$ cat src/sv/stick_radial_dead_zone_macros.svh
// Assertion macros for the stick radial dead zone block.
// Expects signals named clk and arst_n in the scope of each use.
`ifndef STICK_RADIAL_DEAD_ZONE_MACROS_SVH
`define STICK_RADIAL_DEAD_ZONE_MACROS_SVH

// Same-cycle implication, disabled during reset.
`define SRDZ_ASSERT_IMP(lbl, pre, post, msg) \
	lbl: assert property (@(posedge clk) disable iff (!arst_n) (pre) |-> (post)) else $error(msg);

// Next-cycle implication, disabled during reset.
`define SRDZ_ASSERT_NXT(lbl, pre, post, msg) \
	lbl: assert property (@(posedge clk) disable iff (!arst_n) (pre) |=> (post)) else $error(msg);

`endif

$ cat src/sv/srdz_pkg.sv
// Shared types and constants for the stick radial dead zone block.
// No dependencies; used by the cell modules and the top level.
`default_nettype none

package srdz_pkg;

	localparam int RAW_W    = 16;
	localparam int BASE_W   = 19;
	localparam int DZ_W     = 15;
	localparam int MAG_W    = 24;
	localparam int SQ_N_W   = 48;
	localparam int SQ_REM_W = 26;
	localparam int SQ_STEPS = 24;
	localparam int DEN_W    = 39;
	localparam int OUT_MAX  = 262143;
	localparam int OUT_MIN  = -262144;

	localparam logic [DZ_W-1:0] FULL_SCALE   = 15'd32767;
	localparam logic [DZ_W-1:0] LEFT_DZ_RST  = 15'd7849;
	localparam logic [DZ_W-1:0] RIGHT_DZ_RST = 15'd8689;

	// Configuration register indexes.
	typedef enum logic [0:0] {
		REG_LEFT_DZ  = 1'b0,
		REG_RIGHT_DZ = 1'b1
	} reg_idx_t;

	// State handed from one square root cell to the next.
	typedef struct packed {
		logic [SQ_N_W-1:0]   n;
		logic [SQ_REM_W-1:0] rem;
		logic [MAG_W-1:0]    root;
	} sq_t;

	// Per-item side data that rides along the whole pipeline.
	typedef struct packed {
		logic signed [BASE_W-1:0] bx;
		logic signed [BASE_W-1:0] by;
		logic                     sel;
		logic                     en;
		logic                     neg_x;
		logic                     neg_y;
		logic                     outside;
		logic [DZ_W-1:0]          dz;
		logic [RAW_W-1:0]         ax;
		logic [RAW_W-1:0]         ay;
	} side_t;

endpackage

`default_nettype wire

$ cat src/sv/srdz_sqrt_cell.sv
// One cell of the square root chain: resolves one root bit per cycle while adv is high.
// Depends on srdz_pkg for the cell state type.
`default_nettype none

module srdz_sqrt_cell import srdz_pkg::*; (
	input  wire logic clk,
	input  wire logic adv,
	input  wire sq_t  sq_i,
	output sq_t       sq_o
);

	logic [SQ_REM_W+1:0] cand;
	logic [SQ_REM_W+1:0] trial;
	logic                ge;
	sq_t                 nxt;

	// Bring down two radicand bits and try the next root bit.
	always_comb begin
		cand  = {sq_i.rem, sq_i.n[SQ_N_W-1 -: 2]};
		trial = {2'b00, sq_i.root, 2'b01};
		ge    = (cand >= trial);
		nxt.n    = {sq_i.n[SQ_N_W-3:0], 2'b00};
		nxt.rem  = ge ? SQ_REM_W'(cand - trial) : SQ_REM_W'(cand);
		nxt.root = {sq_i.root[MAG_W-2:0], ge};
	end

	always_ff @(posedge clk) begin
		if (adv) begin
			sq_o <= nxt;
		end
	end

endmodule

`default_nettype wire

$ cat config.mk
export PLATFORM = sky130hd
export DESIGN_NAME = srdz_sqrt_cell
export DESIGN_NICKNAME = d
export VERILOG_FILES = /design/src/sv/stick_radial_dead_zone_macros.svh /design/src/sv/srdz_pkg.sv /design/src/sv/srdz_sqrt_cell.sv
export SDC_FILE = /design/constraint.sdc
export NUM_CORES = 1
export LEC_CHECK = 0
export ABC_CLOCK_PERIOD_IN_PS = 4870
export BUFFER_PORTS_ARGS = -buffer_cell sky130_fd_sc_hd__buf_2
export CORE_MARGIN = 8
export CORE_UTILIZATION = 52
export CTS_CLUSTER_DIAMETER = 120
export DETAILED_ROUTE_END_ITERATION = 6
export GPL_ROUTABILITY_DRIVEN = 1
export GPL_TIMING_DRIVEN = 0
export PLACE_DENSITY = 0.92
export SKIP_LAST_GASP = 1
export SLEW_MARGIN = 20
export SYNTH_ARGS = -nofsm -noshare
export SYNTH_HDL_FRONTEND = slang
export SYNTH_SLANG_ARGS = --single-unit
$ cat constraint.sdc
create_clock -name clk -period 4.87 [get_ports clk]
set_clock_uncertainty 0.15 [all_clocks]
set_input_delay 0.2435 -clock clk [delete_from_list [all_inputs] [get_ports clk]]
set_output_delay 0.2435 -clock clk [all_outputs]
set_load 0.005 [all_outputs]
==> results.py, run 1 <==
metrics = {
    "run_status": {
        "status": "complete, but fails checks",
        "violations": "design-rule violations",
    },
    "final_layout": {
        "final_cells": 736,
        "area_growth_syn_to_layout_pct": 42.8,
        "most-common-layout-cells": "buf_2 (196), edfxtp_1 (96), dlygate4sd3_1 (69), inv_1 (30), ha_1 (26)",
        "final_util_pct": 77.0,
        "largest_reg_flops": 96,
        "drive_above_1_share_pct": 39.2,
        "nNetsFinal": 748,
        "final_common_cell": "buf_2",
        "top_register": "sq_o",
        "reg.largest.list": "sq_o (96)",
    },
    "timing": {
        "hold_violations": 0,
        "fin_ws_ns": 1.24,
        "slew_viol_final": 0,
        "setup-tns-final_ns": 0,
        "setup_viol": 0,
        "final_period_minus_worst_setup_slack_ns": 3.63,
        "fmax_mhz": 275,
        "rsz0062_at_grt": "false",
        "period_share_pct": 74.6,
    },
    "pwr": {
        "p_int_mw": 1.47,
        "switching_share_pct": 30.3,
        "clock_power_share_pct": 25.4,
        "power.leakage_nw": 3.08,
        "peakVddDrop_mv": 0.172,
        "power_mw": 2.10,
        "combPwrFrac_pct": 24.9,
        "netSwitchingPower_mw": 0.637,
        "power.density_nw_per_um2": 312,
        "seqPwrFrac_pct": 49.6,
    },
    "global_routing": {
        "grt_pass1_wl_um": 26500,
        "grt_pass1_vias": 4348,
        "grt_max_degree": 68,
        "track_usage_pct": 27.4,
        "antenna_found_initial": 1,
        "gr-total-overflow": 0,
    },
    "clocking": {
        "numCtsBuffers": 9,
        "cts_resized": 0,
        "ctsHtreeMaxLevel": 3,
        "path_clk_slew_ns": 0.12,
        "clockRootBuffer": "clkbuf_8",
        "post-cts-setup-buffers": 0,
        "cts_tree": "done",
        "clock_path_buffers": 2,
        "cts.sinks": 96,
        "postCtsHoldBufs": 69,
    },
    "route": {
        "drtAntennaViolNets": 0,
        "wirelength_um": 18300,
        "drt_iter0_drc": 558,
        "via_per_inst": 5.93,
        "via_count": 4364,
        "drc": 2,
        "first_pass_iters": 7,
        "drt-wirelength-per-cell_um": 24.8,
    },
    "critical_path": {
        "critPathMaxStageDelay_ns": 0.58,
        "cp-end-kind": "flop",
        "startpoint": "sq_i[13]",
        "crit_path_top_delay_cell": "dlygate4sd3_1",
        "critPathMaxFanout": 10,
        "arrival_ns": 3.60,
        "required_ns": 4.84,
        "crit_chain": "dlygate4sd3_1, buf_2, inv_1, ha_1, nand2_1, o21ai_0, a31oi_1, a31oi_2, nor2_2, o21ai_4, buf_12, mux2_4",
        "crit_type": "in -> reg",
        "cp-start-kind": "primary input",
    },
    "place": {
        "place_inst": 650,
        "place_congestion": 0.869,
        "dp.final_hpwl_um": 10500,
        "port_buffers": 195,
        "place_ws_ns": 1.78,
    },
    "floorplanning": {
        "start_util_pct": 53.9,
        "core_area_um2": 8760,
        "top_level_ports": 198,
        "die_h_um": 111,
        "placementRows": 34,
        "die-width_um": 111,
        "die_area_um2": 12400,
    },
    "worst_hold_path": {
        "hold_path.class": "in -> reg",
        "whs_path_depth": 2,
        "min-delay-start": "sq_i[45]",
    },
    "logic_synthesis": {
        "syn_area_per_cell_um2": 13.7,
        "ys_types": 50,
        "ys_warn_count": 0,
        "syn_inst": 345,
        "yosysSeqAreaShare_pct": 61.0,
        "yosys_register_bits": 96,
        "synth_edf_count": 96,
        "async_reset_ff_share_pct": 0,
        "syn-cell-area_um2": 4730,
        "ys.flop_type": "edfxtp_1",
    },
    "job": {
        "maxCapViolCount": 0,
    },
}
[area by class of cell]
class	count	area (um2)
diodes	1	2.50
plain buffers	6	65.1
clock buffers	9	124
clock inverters	7	61.3
fillers	477	2010
inverters	30	113
multi-input cells	214	1670
flip-flops and latches	96	2880
well taps	108	135
repair buffers	265	1700
[path summary, 6_finish.rpt]
path / slack (ns) / end
max: 1.24 / sq_o[37]
min: 0.04 / sq_o[47]
[logic make-up after synthesis]
family,Yosys count,share of synthesized area [%]
simple gates,67,6.96
xor+xnor,23,4.26
other cells,1,0.0794
fa+ha+maj,26,6.88
mux,24,6.94
buf+inv,36,3.76
compound gates,72,10.1
flops,96,61.0
[stage by stage]
stage                     hold slack, ns  area (um2)
after global routing              0.0297        6750
final                             0.0391        6750
after CTS                         0.0348        6750
after global placement             0.271        5840
after floorplan                    0.192        4730
after detailed placement           0.272        5870
[power groups by stage]
stage / clock [mW] / combinational [mW] / sequential (mW)
floorplan: 0 / 0.224 / 1.06
global placement: 0 / 0.417 / 1.05
detailed placement: 0 / 0.439 / 1.05
CTS: 0.499 / 0.486 / 1.03
global route: 0.562 / 0.555 / 1.05
finish: 0.535 / 0.525 / 1.04
[critical path, delay by kind of cell]
family                     cells  cell delay [ns]
AOI/OAI and AO/OA              4             1.30
adders and majority gates      1             0.45
buffers and inverters          4             1.02
muxes                          1             0.32
and+or+nand+nor                2             0.26
[cells in the mapped netlist (3+ instances only)]
| library cell | number | area share, % |
|---|---|---|
| edfxtp_1 | 96 | 61 |
| inv_1 | 30 | 2.4 |
| ha_1 | 26 | 6.9 |
| a21oi_1 | 21 | 2.2 |
| nand2_1 | 21 | 1.7 |
| mux2_4 | 16 | 5.1 |
| nor2_1 | 16 | 1.3 |
| o21ai_0 | 15 | 1.6 |
| xnor2_1 | 13 | 2.4 |
| xor2_1 | 10 | 1.9 |
| a211oi_1 | 6 | 0.95 |
| a21o_1 | 6 | 0.95 |
| mux2_2 | 6 | 1.4 |
| nor3_1 | 6 | 0.64 |
| and2_1 | 3 | 0.40 |
| and3_1 | 3 | 0.40 |
| nand2b_1 | 3 | 0.40 |
| nor2b_1 | 3 | 0.40 |
| o21a_1 | 3 | 0.48 |
[routing by layer]
metal	vias to the layer above	global-route usage [%]	routed length, um
met5	-	0	13
met4	2	7.64	498
met3	66	8.75	2300
met2	433	48.4	9050
met1	2030	31.2	6410
li1	1833	-	-
Power figures use the tool's default switching activity.
==> inputs of run 2 (changes only) <==
ABC_AREA = 1   (was not set)
ABC_CLOCK_PERIOD_IN_PS = 3100   (was 4870)
CORE_UTILIZATION = 45   (was 52)
PLACE_DENSITY = 0.83   (was 0.92)
clock period = 3.1 ns   (was 4.87 ns; I/O delays follow)
==> run 2 against run 1 <==
Worst hold slack got worse by 0.023 ns. Wire length decreased by 4.9%. Sequential power increased by 56%. The run now ends clean. Cell area increased by 11%. Critical path depth unchanged. Synthesized cell count increased by 73%. Largest power group unchanged. Worst setup slack got worse by 0.84 ns. Critical endpoint is now sq_o[38]. Utilization decreased by 12 points. Global-route usage decreased by 5.2 points.
==> results.py, run 2 <==
metrics = {
    "logic_synthesis": {
        "ys_warn_count": 0,
        "ys_top_cells_by_area": "edfxtp_1 (54%), nand2_1 (14%), inv_1 (8.9%), ha_1 (6.1%), nand3_1 (2.6%)",
        "yosys.area.top_type": "edfxtp_1",
        "synth_top_area_share_pct": 54.5,
        "syn_inst": 598,
        "synthMuxAreaShare_pct": 0,
        "synth_edf_count": 96,
        "yosysSeqAreaShare_pct": 54.5,
        "syn_area_per_cell_um2": 8.85,
        "ys_types": 28,
        "ys.flop_type": "edfxtp_1",
        "syn-cell-area_um2": 5290,
        "yosysMostFrequentCell": "nand2_1",
        "yosys-top-cells-count": "nand2_1 (204), inv_1 (126), edfxtp_1 (96)",
        "synthAdderAreaFrac_pct": 6.15,
        "yosys.area_share.xor_xnor_pct": 2.15,
        "yosys_register_bits": 96,
        "synth_top_family_by_area": "simple AND/OR/NAND/NOR gates",
        "async_reset_ff_share_pct": 0,
        "synth_compound_area_share_pct": 3.43,
        "synthSimpleGateAreaFrac_pct": 23.6,
    },
    "pwr": {
        "peakVddDrop_mv": 0.392,
        "power.leakage_nw": 3.85,
        "power.density_nw_per_um2": 470,
    },
    "critical_path": {
        "crit_path_top_delay_cell": "dlygate4sd3_1",
        "critPathMaxFanout": 10,
        "startpoint": "sq_i[8]",
        "crit_chain": "dlygate4sd3_1, buf_2, inv_1, ha_1, nand2_1, nor2_1, nand2_1, nor3_2, nand3_2, nand3_2, buf_2, o21ai_0",
        "arrival_ns": 2.62,
        "cp-end-kind": "flop",
        "cp-start-kind": "primary input",
        "cpLargestDelayFamily": "simple AND/OR/NAND/NOR gates",
        "crit_type": "in -> reg",
        "critPathMaxStageDelay_ns": 0.52,
        "required_ns": 3.02,
        "path_buf_inv": 4,
    },
    "floorplanning": {
        "core_area_um2": 11500,
        "start_util_pct": 46.2,
        "die-width_um": 124,
        "die_h_um": 124,
        "die_area_um2": 15500,
        "placementRows": 39,
        "top_level_ports": 198,
    },
    "route": {
        "via_count": 4946,
        "wirelength_um": 17400,
        "drt-wirelength-per-cell_um": 17.0,
        "first_pass_iters": 5,
        "drc": 0,
        "drt_iter0_drc": 396,
        "via_per_inst": 4.83,
        "drtAntennaViolNets": 0,
    },
    "clocking": {
        "path_clk_slew_ns": 0.07,
        "post-cts-setup-buffers": 0,
        "cts_resized": 0,
        "postCtsHoldBufs": 69,
        "clockRootBuffer": "clkbuf_16",
        "cts_tree": "done",
        "cts.sinks": 96,
        "clock_path_buffers": 2,
        "ctsHtreeMaxLevel": 3,
        "numCtsBuffers": 9,
    },
    "final_layout": {
        "antenna_cells": 0,
        "multi_input_area_um2": 1880,
        "final_util_pct": 65.1,
        "reg.largest.list": "sq_o (96)",
        "nNetsFinal": 1001,
        "drive_above_1_share_pct": 25.6,
        "area_growth_syn_to_layout_pct": 41.1,
        "regArea_um2": 2880,
        "most-common-layout-cells": "nand2_1 (204), buf_2 (196), inv_1 (126), edfxtp_1 (96), dlygate4sd3_1 (69)",
        "largest_reg_flops": 96,
        "final_common_cell": "nand2_1",
        "top_register": "sq_o",
        "final_cells": 1023,
        "fillers": 903,
    },
    "global_routing": {
        "antenna_found_initial": 0,
        "grt_pass1_wl_um": 27400,
        "grt_pass1_vias": 4961,
        "gr-total-overflow": 0,
        "grt_max_degree": 63,
        "track_usage_pct": 22.2,
    },
    "timing": {
        "slew_viol_final": 0,
        "setup-tns-final_ns": 0,
        "setup_viol": 0,
        "final_period_minus_worst_setup_slack_ns": 2.70,
        "period_share_pct": 87.2,
        "rsz0062_at_grt": "false",
        "hold_slack_ns": 0.0162,
        "hold_violations": 0,
        "maxSlewHeadroom_pct": 64.3,
        "max_slew.worst_pin.slew_ns": 0.536,
        "fmax_mhz": 370,
    },
    "place": {
        "dp.final_hpwl_um": 12200,
        "place_inst": 938,
        "place_congestion": 0.924,
        "port_buffers": 195,
    },
    "worst_hold_path": {
        "hold_path.class": "in -> reg",
        "whs_path_depth": 3,
        "hold_end": "sq_o[46]",
        "min-delay-start": "sq_i[44]",
    },
    "run_status": {
        "status": "complete, no violations",
    },
    "job": {
        "maxCapViolCount": 0,
    },
}
## run 2: metal layers
layer	track usage, %	wire, um	share of wire [%]	up-vias
li1	-	-	-	2461
met1	26.1	7100	41	2246
met2	39.3	8740	50	220
met3	5.79	1270	7.3	19
met4	5.74	265	1.5	0
met5	0	0	0	-
## run 2: kinds of logic after synthesis
family / Yosys count
AOI/OAI and AO/OA: 32
xor gates and xnor gates: 13
adders and majority gates: 26
buffers and inverters: 136
DFF: 96
other: 1
and+or+nand+nor: 294
## run 2: metrics by stage
stage	power [mW]	worst slack, ns	area [um2]
after floorplan	2.01	1.13	5300
after global placement	2.31	0.654	6450
after detailed placement	2.33	0.667	6480
after CTS	3.49	0.451	7470
after global routing	3.67	0.202	7470
final	3.51	0.398	7470
## run 2: worst max-delay path by stage
stage,to,depth (start not counted)
after global placement,sq_o[47],11
after CTS,sq_o[26],12
after floorplan,sq_o[46],14
after global routing,sq_o[48],12
after detailed placement,sq_o[47],11
final,sq_o[38],12
## run 2: cell type report
class / instances / area share (%)
timing repair buffer: 265 / 22.7
clock buffer: 9 / 3.02
buffer: 10 / 0.855
inverter: 126 / 6.33
tap: 143 / 2.40
clock inverter: 7 / 0.938
multi-input combinational: 367 / 25.1
sequential: 96 / 38.6
## run 2: power breakdown
part / internal, mW / leakage, nW / switching, mW
clock: 0.626 / 0.138 / 0.486
combinational: 0.338 / 2.77 / 0.438
sequential: 1.58 / 0.939 / 0.0356
total: 2.55 / 3.85 / 0.960
## run 2: worst min-delay path, stage by stage
cell	delay [ns]
buf_2	0.09
nand4_1	0.09
nand2_1	0.07
