`src/sv/stick_radial_dead_zone_macros.svh`:
```
// Assertion macros for the stick radial dead zone block.
// Expects signals named clk and arst_n in the scope of each use.
`ifndef STICK_RADIAL_DEAD_ZONE_MACROS_SVH
`define STICK_RADIAL_DEAD_ZONE_MACROS_SVH

// Same-cycle implication, disabled during reset.
`define SRDZ_ASSERT_IMP(lbl, pre, post, msg) \
	lbl: assert property (@(posedge clk) disable iff (!arst_n) (pre) |-> (post)) else $error(msg);

// Next-cycle implication, disabled during reset.
`define SRDZ_ASSERT_NXT(lbl, pre, post, msg) \
	lbl: assert property (@(posedge clk) disable iff (!arst_n) (pre) |=> (post)) else $error(msg);

`endif

```
`src/sv/srdz_pkg.sv`:
```
// Shared types and constants for the stick radial dead zone block.
// No dependencies; used by the cell modules and the top level.
`default_nettype none

package srdz_pkg;

	localparam int RAW_W    = 16;
	localparam int BASE_W   = 19;
	localparam int DZ_W     = 15;
	localparam int MAG_W    = 24;
	localparam int SQ_N_W   = 48;
	localparam int SQ_REM_W = 26;
	localparam int SQ_STEPS = 24;
	localparam int DEN_W    = 39;
	localparam int OUT_MAX  = 262143;
	localparam int OUT_MIN  = -262144;

	localparam logic [DZ_W-1:0] FULL_SCALE   = 15'd32767;
	localparam logic [DZ_W-1:0] LEFT_DZ_RST  = 15'd7849;
	localparam logic [DZ_W-1:0] RIGHT_DZ_RST = 15'd8689;

	// Configuration register indexes.
	typedef enum logic [0:0] {
		REG_LEFT_DZ  = 1'b0,
		REG_RIGHT_DZ = 1'b1
	} reg_idx_t;

	// State handed from one square root cell to the next.
	typedef struct packed {
		logic [SQ_N_W-1:0]   n;
		logic [SQ_REM_W-1:0] rem;
		logic [MAG_W-1:0]    root;
	} sq_t;

	// Per-item side data that rides along the whole pipeline.
	typedef struct packed {
		logic signed [BASE_W-1:0] bx;
		logic signed [BASE_W-1:0] by;
		logic                     sel;
		logic                     en;
		logic                     neg_x;
		logic                     neg_y;
		logic                     outside;
		logic [DZ_W-1:0]          dz;
		logic [RAW_W-1:0]         ax;
		logic [RAW_W-1:0]         ay;
	} side_t;

endpackage

`default_nettype wire

```
`src/sv/srdz_div_cell.sv`:
```
// One cell of the divider chain: one quotient bit per cycle for both lanes while adv is high.
// Depends on srdz_pkg for the denominator width.
`default_nettype none

module srdz_div_cell import srdz_pkg::*; #(
	parameter int QW = 16
) (
	input  wire logic             clk,
	input  wire logic             adv,
	input  wire logic [DEN_W-1:0] den_i,
	input  wire logic [DEN_W-1:0] rem_x_i,
	input  wire logic [DEN_W-1:0] rem_y_i,
	input  wire logic [QW-1:0]    low_x_i,
	input  wire logic [QW-1:0]    low_y_i,
	input  wire logic [QW-1:0]    q_x_i,
	input  wire logic [QW-1:0]    q_y_i,
	output logic      [DEN_W-1:0] den_o,
	output logic      [DEN_W-1:0] rem_x_o,
	output logic      [DEN_W-1:0] rem_y_o,
	output logic      [QW-1:0]    low_x_o,
	output logic      [QW-1:0]    low_y_o,
	output logic      [QW-1:0]    q_x_o,
	output logic      [QW-1:0]    q_y_o
);

	logic [DEN_W:0] cand_x;
	logic [DEN_W:0] cand_y;
	logic           ge_x;
	logic           ge_y;

	// Shift in the next dividend bit and subtract where it fits.
	always_comb begin
		cand_x = {rem_x_i, low_x_i[QW-1]};
		cand_y = {rem_y_i, low_y_i[QW-1]};
		ge_x   = (cand_x >= {1'b0, den_i});
		ge_y   = (cand_y >= {1'b0, den_i});
	end

	always_ff @(posedge clk) begin
		if (adv) begin
			den_o   <= den_i;
			rem_x_o <= ge_x ? DEN_W'(cand_x - {1'b0, den_i}) : DEN_W'(cand_x);
			rem_y_o <= ge_y ? DEN_W'(cand_y - {1'b0, den_i}) : DEN_W'(cand_y);
			low_x_o <= {low_x_i[QW-2:0], 1'b0};
			low_y_o <= {low_y_i[QW-2:0], 1'b0};
			q_x_o   <= {q_x_i[QW-2:0], ge_x};
			q_y_o   <= {q_y_i[QW-2:0], ge_y};
		end
	end

endmodule

`default_nettype wire

```
`config.mk`:
```
export PLATFORM = sky130hd
export DESIGN_NAME = srdz_div_cell
export DESIGN_NICKNAME = d
export VERILOG_FILES = /design/src/sv/stick_radial_dead_zone_macros.svh /design/src/sv/srdz_pkg.sv /design/src/sv/srdz_div_cell.sv
export SDC_FILE = /design/constraint.sdc
export NUM_CORES = 1
export LEC_CHECK = 0
export BUFFER_PORTS_ARGS = -buffer_cell sky130_fd_sc_hd__buf_2
export CORE_MARGIN = 3
export CORE_UTILIZATION = 55
export CTS_BUF_LIST = sky130_fd_sc_hd__clkbuf_16
export CTS_CLUSTER_DIAMETER = 30
export DETAILED_ROUTE_END_ITERATION = 10
export HOLD_SLACK_MARGIN = 0.1
export PLACE_DENSITY = 0.86
export SLEW_MARGIN = 20
export SYNTH_ARGS = -nofsm -noshare
export SYNTH_HDL_FRONTEND = slang
export SYNTH_SLANG_ARGS = --single-unit
export TNS_END_PERCENT = 1
```
`constraint.sdc`:
```
create_clock -name clk -period 8.54 [get_ports clk]
set_input_delay 1.708 -clock clk [delete_from_list [all_inputs] [get_ports clk]]
set_output_delay 1.708 -clock clk [all_outputs]
set_load 0.05 [all_outputs]
```
==> metrics.log, run 1 <==
[metrics] max frequency: 204.3 MHz
[metrics] RSZ-0062 raised after global routing: no
[metrics] summed negative setup slack over all endpoints: 0 ns
[metrics] biggest area consumer among synthesized cells: sky130_fd_sc_hd__edfxtp_1
[metrics] clock buffer count from CTS: 17
[metrics] post-synthesis cell type count: 68
[metrics] setup slack at placement: 2.751 ns
[metrics] CTS HTree Levels: 4
[metrics] critical path endpoint category: register
[metrics] total via count after detailed routing: 9566
[metrics] largest net degree at the start of global routing: 95
[metrics] final weighted congestion in routability-driven placement: 0.9375
[metrics] Post-Syn Instances: 1033
[metrics] Leak: 6.098 nW
[metrics] number of global-route vias before repair: 9049
[metrics] max-slew violation total from the final report: 0
[metrics] number of DRC violations after detailed-routing iteration 0: 700
[metrics] layout overhead on the synthesized area: 23.67%
[metrics] Clock Pin Slew Worst Setup and Hold Paths: 0.07 ns
[metrics] clock sink count: 179
[metrics] net total in the final layout: 1639
[metrics] TritonCTS clock tree: yes
[metrics] initial antenna violation count: 11
[metrics] data arrival time at the worst-slack endpoint: 5.07 ns
[metrics] root buf cell: sky130_fd_sc_hd__clkbuf_16
[metrics] leading post-synthesis cells by cell area: sky130_fd_sc_hd__edfxtp_1 (49%), sky130_fd_sc_hd__ha_1 (9.0%), sky130_fd_sc_hd__a21oi_1 (4.4%)
[metrics] CTS Buffer Depth: 2
[metrics] drc violations: 0
[metrics] number of failing hold endpoints at the final stage: 0
[metrics] CP Class: in -> reg
[metrics] Port Buffers: 359
[metrics] Post-CTS Setup Repair Bufs: 0
[metrics] y dimension of the die: 146.6 um
[metrics] dominant register cell in the synthesized netlist: sky130_fd_sc_hd__edfxtp_1
[metrics] MaxCap Viol Count: 0
[metrics] fraction of final layout cells with drive strength greater than 1: 0.3045
[metrics] Post-Syn Area: 10870 um2
[metrics] synthesized area per cell: 10.52 um2
[metrics] async set-reset flop share out of synthesis: 0
[metrics] number of flops mapped to enable cells by yosys: 179
[metrics] Crit path required time: 8.72 ns
[metrics] GRT Overall Usage: 0.2869
[metrics] setup violation total in the final timing report: 0
[metrics] Crit Path Max Fanout: 38
[metrics] count of yosys warnings during synthesis: 0
[metrics] instance count along the most critical hold path: 1
[metrics] area of the core: 19080 um2
[metrics] slowest cell on the critical path: sky130_fd_sc_hd__o31ai_4
[metrics] wire length after detailed routing: 32090 um
[metrics] first-pass GRT wire length: 48390 um
[metrics] routed length per placed instance: 19.34 um
[metrics] half-perimeter wire length of the detailed placement result: 25110 um
[metrics] most common cell in the synthesized netlist: sky130_fd_sc_hd__edfxtp_1
[metrics] commonest cells in the synthesized netlist: sky130_fd_sc_hd__edfxtp_1 (179), sky130_fd_sc_hd__a21oi_1 (96), sky130_fd_sc_hd__nand2_1 (93), sky130_fd_sc_hd__ha_1 (78), sky130_fd_sc_hd__o21ai_0 (78)
[metrics] Pwr Density: 215.0 nW/um2
[metrics] synthesized flop and latch total: 179
[metrics] fillers: 1441
[metrics] die area: 21480 um2
[metrics] final critical-path share of the clock period: 0.5731
[metrics] time the final worst path needs with I/O delays and setup: 4.895 ns
[metrics] Worst slew margin: 0.3194
[metrics] register area share after synthesis: 0.4946
[metrics] post-synth top area share: 0.4946
[metrics] cell row count: 50
[metrics] post-cts hold buffer count: 0
[metrics] IO Pins: 364
[metrics] number of vias per cell: 5.766
[metrics] post-cts resize count: 0
[metrics] residual overflow from global routing: 0
[metrics] VDD IR max: 142.8 uV
[metrics] result of the run: finished clean
[metrics] setup slack after layout: 3.645 ns
[metrics] Worst setup SP type: input port
[metrics] remaining antenna violation count: 0
[metrics] maximum cell stage delay along the critical path: 0.51 ns
[metrics] type of the most critical hold path: in -> reg
[metrics] worst hold margin: 1.455 ns
[metrics] ordered cell list for the critical path: buf_2 > ha_1 > fa_1 > nor2b_1 > o2111ai_1 > nand3_1 > a21o_1 > a211oi_1 > o31ai_4 > buf_4 > inv_1 > and2_1 > a31o_2
[metrics] detailed-router iteration count before antenna repair: 8
[metrics] Initial Util: 0.5695
[metrics] slew at the pin closest to its max-slew limit: 1.021 ns
[metrics] Horiz. Die Dim: 146.6 um
## per-stage QoR
step                      total power [W]  std cells  instance area, um2    util
after floorplan                  0.001858       1034               10870       -
after global placement           0.002099       1616               12810  0.6713
after detailed placement         0.002112       1616               12810  0.6713
after CTS                        0.002890       1648               13400  0.7024
after global routing             0.003006       1659               13440  0.7043
final                            0.002890       1659               13440  0.7043
## routing by layer
layer | up-vias | track usage | share of wire
met5 | - | 0 | 0.00022
met2 | 517 | 0.4800 | 0.48
met3 | 86 | 0.04283 | 0.075
met4 | 2 | 0.1458 | 0.046
met1 | 4445 | 0.3640 | 0.39
li1 | 4516 | - | -
## placed cells by master (no fill, tap or decap), types with 8 or more instances in the layout
| master | Yosys | final |
|---|---|---|
| sky130_fd_sc_hd__a211oi_1 | 11 | 11 |
| sky130_fd_sc_hd__a21o_1 | 54 | 54 |
| sky130_fd_sc_hd__a21oi_1 | 96 | 96 |
| sky130_fd_sc_hd__a31oi_1 | 14 | 14 |
| sky130_fd_sc_hd__buf_2 | 4 | 358 |
| sky130_fd_sc_hd__clkbuf_16 | 0 | 17 |
| sky130_fd_sc_hd__diode_2 | 0 | 10 |
| sky130_fd_sc_hd__edfxtp_1 | 179 | 179 |
| sky130_fd_sc_hd__ha_1 | 78 | 78 |
| sky130_fd_sc_hd__inv_1 | 72 | 73 |
| sky130_fd_sc_hd__mux2_2 | 10 | 10 |
| sky130_fd_sc_hd__nand2_1 | 93 | 93 |
| sky130_fd_sc_hd__nand3_1 | 21 | 21 |
| sky130_fd_sc_hd__nand4_1 | 22 | 22 |
| sky130_fd_sc_hd__nor2_1 | 67 | 67 |
| sky130_fd_sc_hd__nor3_1 | 14 | 14 |
| sky130_fd_sc_hd__o21ai_0 | 78 | 78 |
| sky130_fd_sc_hd__o21bai_1 | 8 | 8 |
| sky130_fd_sc_hd__xnor2_1 | 42 | 42 |
| sky130_fd_sc_hd__xor2_1 | 24 | 24 |
## sequential cells by signal (all words and copies together), names as in the netlist
name	count
den_o	39
low_x_o	15
low_y_o	15
q_x_o	16
q_y_o	16
rem_x_o	39
rem_y_o	39
## area by class of cell
type                       instances  area (um2)  share of cell area
sequential                       179        5375              0.4000
multi-input combinational        741        5002              0.3722
timing repair buffer             364        1844              0.1372
clock buffer                      17       425.4             0.03165
tap                              260       325.3             0.02421
inverter                          73       274.0             0.02039
clock inverter                    15       167.7             0.01248
antenna                           10       25.02            0.001862
## worst paths after layout
check,start,to,slack [ns]
max,den_i[0],rem_x_o[27],3.65
min,q_y_i[4],q_y_o[5],1.45
## cells by family after synthesis
kind of cell,after synthesis,share of synthesized area
AO/OA/AOI/OAI,318,0.1860
XOR/XNOR,66,0.05319
adder cells (fa/ha/maj),80,0.09350
buffers and inverters,114,0.04663
flip-flops,179,0.4946
multiplexers,15,0.01508
other,1,0.0003451
AND/OR/NAND/NOR,260,0.1107
## power breakdown
part           leakage (nW)  internal, W  total, W  switching (W)
clock                 0.287     0.000416  0.000780       0.000364
combinational          4.06     0.000281  0.000993       0.000712
sequential             1.75      0.00109   0.00112      0.0000242
total                  6.10      0.00179   0.00289        0.00110
## critical path: cells and delay by family
kind            cells  cell delay (ns)
compound gates      5             1.24
fa+ha+maj           2             0.65
buf+inv             3             0.85
simple gates        3             0.62
No activity file was read; power rests on OpenSTA's default activity.
==> inputs of run 2 (changes only) <==
CORE_UTILIZATION = 52   (was 55)
PLACE_DENSITY = 0.82   (was 0.86)
clock period = 4.55 ns   (was 8.54 ns; I/O delays follow)
==> run 2 against run 1 <==
- highest routed layer is now met4
- sequential power increased by 88%
- wire length shrank 1.2%
- global-route usage down 1.7 points
- worst setup slack worse by 3.2 ns
- first-iteration DRC count rose by 0.14%
- clock power up 83%
- design area grew 0.48%
==> metrics.log, run 2 (same netlist as run 1, synthesis figures left out) <==
[metrics] Worst setup SP type: input port
[metrics] Clock Pin Slew Worst Setup and Hold Paths: 0.08 ns (about the same)
[metrics] most common library cell in the layout ignoring fill and taps: sky130_fd_sc_hd__buf_2
[metrics] Crit path required time: 4.74 ns (-3.98 ns)
[metrics] fraction of final layout cells with drive strength greater than 1: 0.3073 (+0.002715)
[metrics] TritonCTS clock tree: yes
[metrics] area after detailed placement: 12920 um2 (+0.84%)
[metrics] Crit Path Max Fanout: 23 (-39%)
[metrics] Leak: 6.127 nW (+0.46%)
[metrics] max-slew violation total from the final report: 0 (unchanged)
[metrics] largest net degree at the start of global routing: 101 (+6.3%)
[metrics] post-layout power: 0.005394 W (+87%)
[metrics] final critical-path share of the clock period: 0.9075
[metrics] data arrival time at the worst-slack endpoint: 4.31 ns (-0.76 ns)
[metrics] routed length per placed instance: 18.99 um (-1.8%)
[metrics] slew at the pin closest to its max-slew limit: 1.026 ns (+0.005453 ns)
[metrics] maximum cell stage delay along the critical path: 0.88 ns (+0.37 ns)
[metrics] number of DRC violations after detailed-routing iteration 0: 701 (+0.14%)
[metrics] residual overflow from global routing: 0 (unchanged)
[metrics] Pwr Density: 399.5 nW/um2 (+86%)
[metrics] Port Buffers: 359 (unchanged)
[metrics] drc violations: 0 (unchanged)
[metrics] remaining antenna violation count: 0 (unchanged)
[metrics] Initial Util: 0.5336 (-0.03590)
[metrics] VDD IR max: 230.0 uV (+61%)
[metrics] IO Pins: 364 (unchanged)
[metrics] sequential standard cell area: 5375 um2 (unchanged)
[metrics] first-pass GRT wire length: 47060 um (-2.8%)
[metrics] setup slack at placement: -0.01679 ns (-2.768 ns)
[metrics] y dimension of the die: 150.6 um (+2.7%)
[metrics] result of the run: finished clean
[metrics] area of the core: 20360 um2 (+6.7%)
[metrics] time the final worst path needs with I/O delays and setup: 4.129 ns
[metrics] number of vias per cell: 5.593 (-3.0%)
[metrics] number of global-route vias before repair: 8760 (-3.2%)
[metrics] half-perimeter wire length of the detailed placement result: 25390 um (+1.1%)
[metrics] capture endpoint of the worst hold path: q_x_o[13]
[metrics] MaxCap Viol Count: 0 (unchanged)
[metrics] launch instance of the worst min-delay path: q_x_i[12]
[metrics] CTS HTree Levels: 4 (unchanged)
[metrics] layout overhead on the synthesized area: 24.26%
[metrics] most used cells in the layout excluding fill and tap cells: sky130_fd_sc_hd__buf_2 (358), sky130_fd_sc_hd__edfxtp_1 (179), sky130_fd_sc_hd__a21oi_1 (96), sky130_fd_sc_hd__nand2_1 (93)
[metrics] CTS Buffer Depth: 2 (unchanged)
[metrics] Horiz. Die Dim: 150.6 um (+2.7%)
[metrics] RSZ-0062 raised after global routing: no
[metrics] fillers: 1633 (+13%)
[metrics] root buf cell: sky130_fd_sc_hd__clkbuf_16
[metrics] final weighted congestion in routability-driven placement: 0.9424 (+0.52%)
[metrics] number of failing hold endpoints at the final stage: 0 (unchanged)
[metrics] Design Area, Final: 13500 um2 (+0.48%)
[metrics] cell row count: 52 (+4.0%)
[metrics] total via count after detailed routing: 9335 (-2.4%)
[metrics] clock sink count: 179 (unchanged)
[metrics] initial antenna violation count: 6 (-5)
[metrics] wire length after detailed routing: 31700 um (-1.2%)
[metrics] ordered cell list for the critical path: buf_2 > ha_1 > fa_1 > nor2b_1 > o2111ai_1 > nand3_1 > a21o_1 > a211oi_1 > o31ai_4 > inv_1 > and2_1 > a31o_2
[metrics] Post-CTS Setup Repair Bufs: 0 (unchanged)
[metrics] clock buffer count from CTS: 17 (unchanged)
[metrics] post-cts hold buffer count: 0 (unchanged)
[metrics] CP Class: in -> reg
[metrics] area of the multi-input gates: 5002 um2 (unchanged)
[metrics] Worst slew margin: 0.3158 (-0.003635)
[metrics] type of the most critical hold path: in -> reg
[metrics] detailed-router iteration count before antenna repair: 5 (-3)
[metrics] post-cts resize count: 0 (unchanged)
[metrics] max frequency: 242.2 MHz
[metrics] GRT Overall Usage: 0.2703 (-0.01661)
[metrics] instance count along the most critical hold path: 1 (unchanged)
[metrics] net total in the final layout: 1644 (+0.31%)
[metrics] setup violation total in the final timing report: 0 (unchanged)
[metrics] die area: 22670 um2 (+5.5%)
[metrics] critical path endpoint category: register
[metrics] summed negative setup slack over all endpoints: 0 ns (unchanged)
[metrics] slowest cell on the critical path: sky130_fd_sc_hd__o31ai_4
[metrics] biggest regs: den_o (39), rem_x_o (39), rem_y_o (39)
[metrics] setup slack after layout: 0.4210 ns (-3.224 ns)
## run 2: cell types whose count changed in the layout (fill, tap and decap cells not counted), sizes merged
cell	before	now
buf	364	369
bufinv	1	0
diode	10	6
## run 2: worst max-delay path by stage
stage | to | startpoint | slack, ns
6_report | rem_x_o[27] | den_i[0] | 0.42
5_1_grt | rem_x_o[27] | den_i[0] | 0.22
4_1_cts | rem_x_o[27] | den_i[0] | 0.43
3_5_place_dp | rem_x_o[27] | den_i[0] | -0.02
3_3_place_gp | rem_x_o[27] | den_i[0] | 0.09
2_1_floorplan | rem_y_o[33] | den_i[17] | 1.05
## run 2: where the power goes
part / internal, W / total, W / switching (W)
sequential: 0.00205 / 0.00210 / 0.0000471
clock: 0.000728 / 0.00143 / 0.000704
combinational: 0.000540 / 0.00186 / 0.00132
total: 0.00332 / 0.00539 / 0.00208
## run 2: per-stage QoR
stage / utilization / hold WS, ns / std cells
floorplan: - / 1.009 / 1034
global placement: 0.6343 / 1.086 / 1632
detailed placement: 0.6343 / 1.088 / 1632
CTS: 0.6623 / 0.6339 / 1663
global route: 0.6631 / 0.6332 / 1669
finish: 0.6631 / 0.6457 / 1669
## run 2: critical path, delay by kind of cell
| kind | cells | cell delay (ns) |
|---|---|---|
| and+or+nand+nor | 3 | 0.66 |
| AOI/OAI and AO/OA | 5 | 1.57 |
| buffers and inverters | 2 | 0.51 |
| adders and majority gates | 2 | 0.66 |
## run 2: area by class of cell
| cell class | instances | area share |
|---|---|---|
| antenna | 6 | 0.001112 |
| timing repair buffer | 369 | 0.1428 |
| clock inverter | 14 | 0.01075 |
| clock buffer | 17 | 0.03150 |
| tap | 270 | 0.02502 |
| sequential | 179 | 0.3981 |
| inverter | 73 | 0.02029 |
| multi-input combinational | 741 | 0.3705 |
## run 2: layer usage
metal / up-vias / global-route usage / routed length, um
met5: - / 0 / 0
met4: 0 / 0.1208 / 1145
met3: 67 / 0.03974 / 2375
met2: 420 / 0.4409 / 15130
met1: 4335 / 0.3588 / 13040
li1: 4513 / - / -
==> inputs of run 3 (changes only) <==
CORE_MARGIN = 2   (was 3)
PLACE_DENSITY = 0.84   (was 0.82)
==> run 3 against run 2 <==
- via count increased by 0.69%
- largest power group unchanged
- non-clock buffer count unchanged
- clock power about the same
- die area decreased by 2.6%
==> metrics.log, run 3 (same netlist as run 1, synthesis figures left out) <==
[metrics] residual overflow from global routing: 0 (unchanged)
[metrics] number of vias per cell: 5.648 (+0.99%)
[metrics] met1 routed wirelength after detailed routing: 13170 um (+1.0%)
[metrics] number of global-route vias before repair: 8895 (+1.5%)
[metrics] number of DRC violations after detailed-routing iteration 0: 661 (-5.7%)
[metrics] remaining antenna violation count: 0 (unchanged)
[metrics] area of the core: 20360 um2 (unchanged)
[metrics] VDD IR max: 266.7 uV (+16%)
[metrics] y dimension of the die: 148.6 um (-1.3%)
[metrics] layout overhead on the synthesized area: 23.90%
[metrics] routed length on met2: 14970 um (-1.1%)
[metrics] routed length per placed instance: 18.88 um (-0.56%)
[metrics] max frequency: 268.9 MHz (+11%)
[metrics] setup slack at placement: 0.4262 ns (+0.4430 ns)
[metrics] CP Class: in -> reg
[metrics] RSZ-0062 raised after global routing: no
[metrics] number of buffer and inverter stages on the critical path: 2 (unchanged)
[metrics] biggest regs: den_o (39), rem_x_o (39), rem_y_o (39)
[metrics] fraction of final layout cells with drive strength greater than 1: 0.3073 (unchanged)
[metrics] Pwr Density: 401.3 nW/um2 (+0.44%)
[metrics] Port Buffers: 359 (unchanged)
[metrics] CTS HTree Levels: 4 (unchanged)
[metrics] worst hold margin: 0.6515 ns (+0.005795 ns)
[metrics] type of the most critical hold path: in -> reg
[metrics] initial antenna violation count: 0 (-6)
[metrics] Horiz. Die Dim: 148.6 um (-1.3%)
[metrics] half-perimeter wire length of the detailed placement result: 24940 um (-1.8%)
[metrics] Initial Util: 0.5336 (unchanged)
[metrics] ordered cell list for the critical path: buf_2 > inv_1 > ha_1 > nor2b_1 > o31a_1 > o311ai_1 > nand2_1 > a41o_1 > a31o_2 > o21ai_0 > nand3_1 > a31o_2
[metrics] final critical-path share of the clock period: 0.8174 (-0.09009)
[metrics] post-route core utilization: 0.6612 (-0.001904)
[metrics] Crit Path Max Fanout: 4 (-83%)
[metrics] CTS Buffer Depth: 2 (unchanged)
[metrics] summed negative setup slack over all endpoints: 0 ns (unchanged)
[metrics] Clock Pin Slew Worst Setup and Hold Paths: 0.07 ns (about the same)
[metrics] area of the multi-input gates: 5002 um2 (unchanged)
[metrics] post-layout power: 0.005403 W (+0.16%)
[metrics] cell row count: 52 (unchanged)
[metrics] Worst slew margin: 0.5453 (+0.2295)
[metrics] Crit path required time: 4.73 ns (about the same)
[metrics] max-slew violation total from the final report: 0 (unchanged)
[metrics] fillers: 1640 (+0.43%)
[metrics] setup slack after layout: 0.8309 ns (+0.4099 ns)
[metrics] clock sink count: 179 (unchanged)
[metrics] post-cts resize count: 0 (unchanged)
[metrics] result of the run: finished clean
[metrics] most used cells in the layout excluding fill and tap cells: sky130_fd_sc_hd__buf_2 (358), sky130_fd_sc_hd__edfxtp_1 (179), sky130_fd_sc_hd__a21oi_1 (96), sky130_fd_sc_hd__nand2_1 (93)
[metrics] launch instance of the worst min-delay path: q_y_i[7]
[metrics] Routed met3 length: 2271 um (-4.4%)
[metrics] die area: 22070 um2 (-2.6%)
[metrics] root buf cell: sky130_fd_sc_hd__clkbuf_16
[metrics] Post-CTS Setup Repair Bufs: 0 (unchanged)
[metrics] final weighted congestion in routability-driven placement: 0.9215 (-2.2%)
[metrics] family of cells with the greatest summed delay on the critical path: compound AO/OA/AOI/OAI gates
[metrics] drc violations: 0 (unchanged)
[metrics] setup violation total in the final timing report: 0 (unchanged)
[metrics] time the final worst path needs with I/O delays and setup: 3.719 ns (-0.4099 ns)
[metrics] number of failing hold endpoints at the final stage: 0 (unchanged)
[metrics] first-pass GRT wire length: 47120 um (+0.13%)
[metrics] Most common cell on crit path: sky130_fd_sc_hd__a31o_2
[metrics] post-cts hold buffer count: 0 (unchanged)
[metrics] sequential standard cell area: 5375 um2 (unchanged)
[metrics] critical path endpoint category: register
[metrics] GRT Overall Usage: 0.2764 (+0.006091)
[metrics] start point of the critical path: den_i[1]
[metrics] data arrival time at the worst-slack endpoint: 3.90 ns (-0.41 ns)
[metrics] detailed-router iteration count before antenna repair: 5 (unchanged)
[metrics] slew at the pin closest to its max-slew limit: 0.6749 ns (-0.3514 ns)
[metrics] IO Pins: 364 (unchanged)
[metrics] clock buffer count from CTS: 17 (unchanged)
[metrics] Leak: 6.123 nW (about the same)
[metrics] total via count after detailed routing: 9399 (+0.69%)
[metrics] net total in the final layout: 1644 (unchanged)
[metrics] slowest cell on the critical path: sky130_fd_sc_hd__o311ai_1
[metrics] highest metal layer used by the detailed router: met4
[metrics] maximum cell stage delay along the critical path: 0.43 ns (-0.45 ns)
[metrics] most common library cell in the layout ignoring fill and taps: sky130_fd_sc_hd__buf_2
[metrics] largest net degree at the start of global routing: 74 (-27%)
[metrics] Worst setup SP type: input port
[metrics] TritonCTS clock tree: yes
[metrics] MaxCap Viol Count: 0 (unchanged)
[metrics] wire length after detailed routing: 31420 um (-0.86%)
run 3: changes by cell type in the layout (fill, tap and decap cells not counted):
cell	before	now
sky130_fd_sc_hd__diode_2	6	1
sky130_fd_sc_hd__clkinv_2	0	1
sky130_fd_sc_hd__clkinvlp_4	2	0
sky130_fd_sc_hd__clkinv_4	3	4
sky130_fd_sc_hd__buf_4	6	8
sky130_fd_sc_hd__buf_12	4	2
run 3: final timing paths:
kind	end	slack [ns]	depth (start not counted)
worst max-delay path	rem_x_o[27]	0.83	12
worst min-delay path	q_y_o[8]	0.65	1
run 3: area by class of cell:
| cell class | count | area share |
|---|---|---|
| Antenna cell | 1 | 0.0001859 |
| Clock buffer | 17 | 0.03160 |
| Clock inverter | 14 | 0.01069 |
| Inverter | 73 | 0.02035 |
| Multi-Input combinational cell | 741 | 0.3715 |
| Sequential cell | 179 | 0.3992 |
| Tap cell | 270 | 0.02509 |
| Timing Repair Buffer | 369 | 0.1413 |
run 3: per-layer routing:
metal	up-vias	global-route usage
met2	407	0.4597
met3	52	0.03712
met4	0	0.1105
li1	4515	-
met5	-	0
met1	4425	0.3686
run 3: power by group:
part / switching, W / internal [W]
Sequential: 0.0000448 / 0.00205
Combinational: 0.00133 / 0.000535
Clock: 0.000714 / 0.000729
run 3: per-stage QoR:
step,cell area (um2),instances
finish,13460,1664
global route,13460,1663
CTS,13460,1663
detailed placement,12890,1632
global placement,12890,1632
floorplan,10870,1034
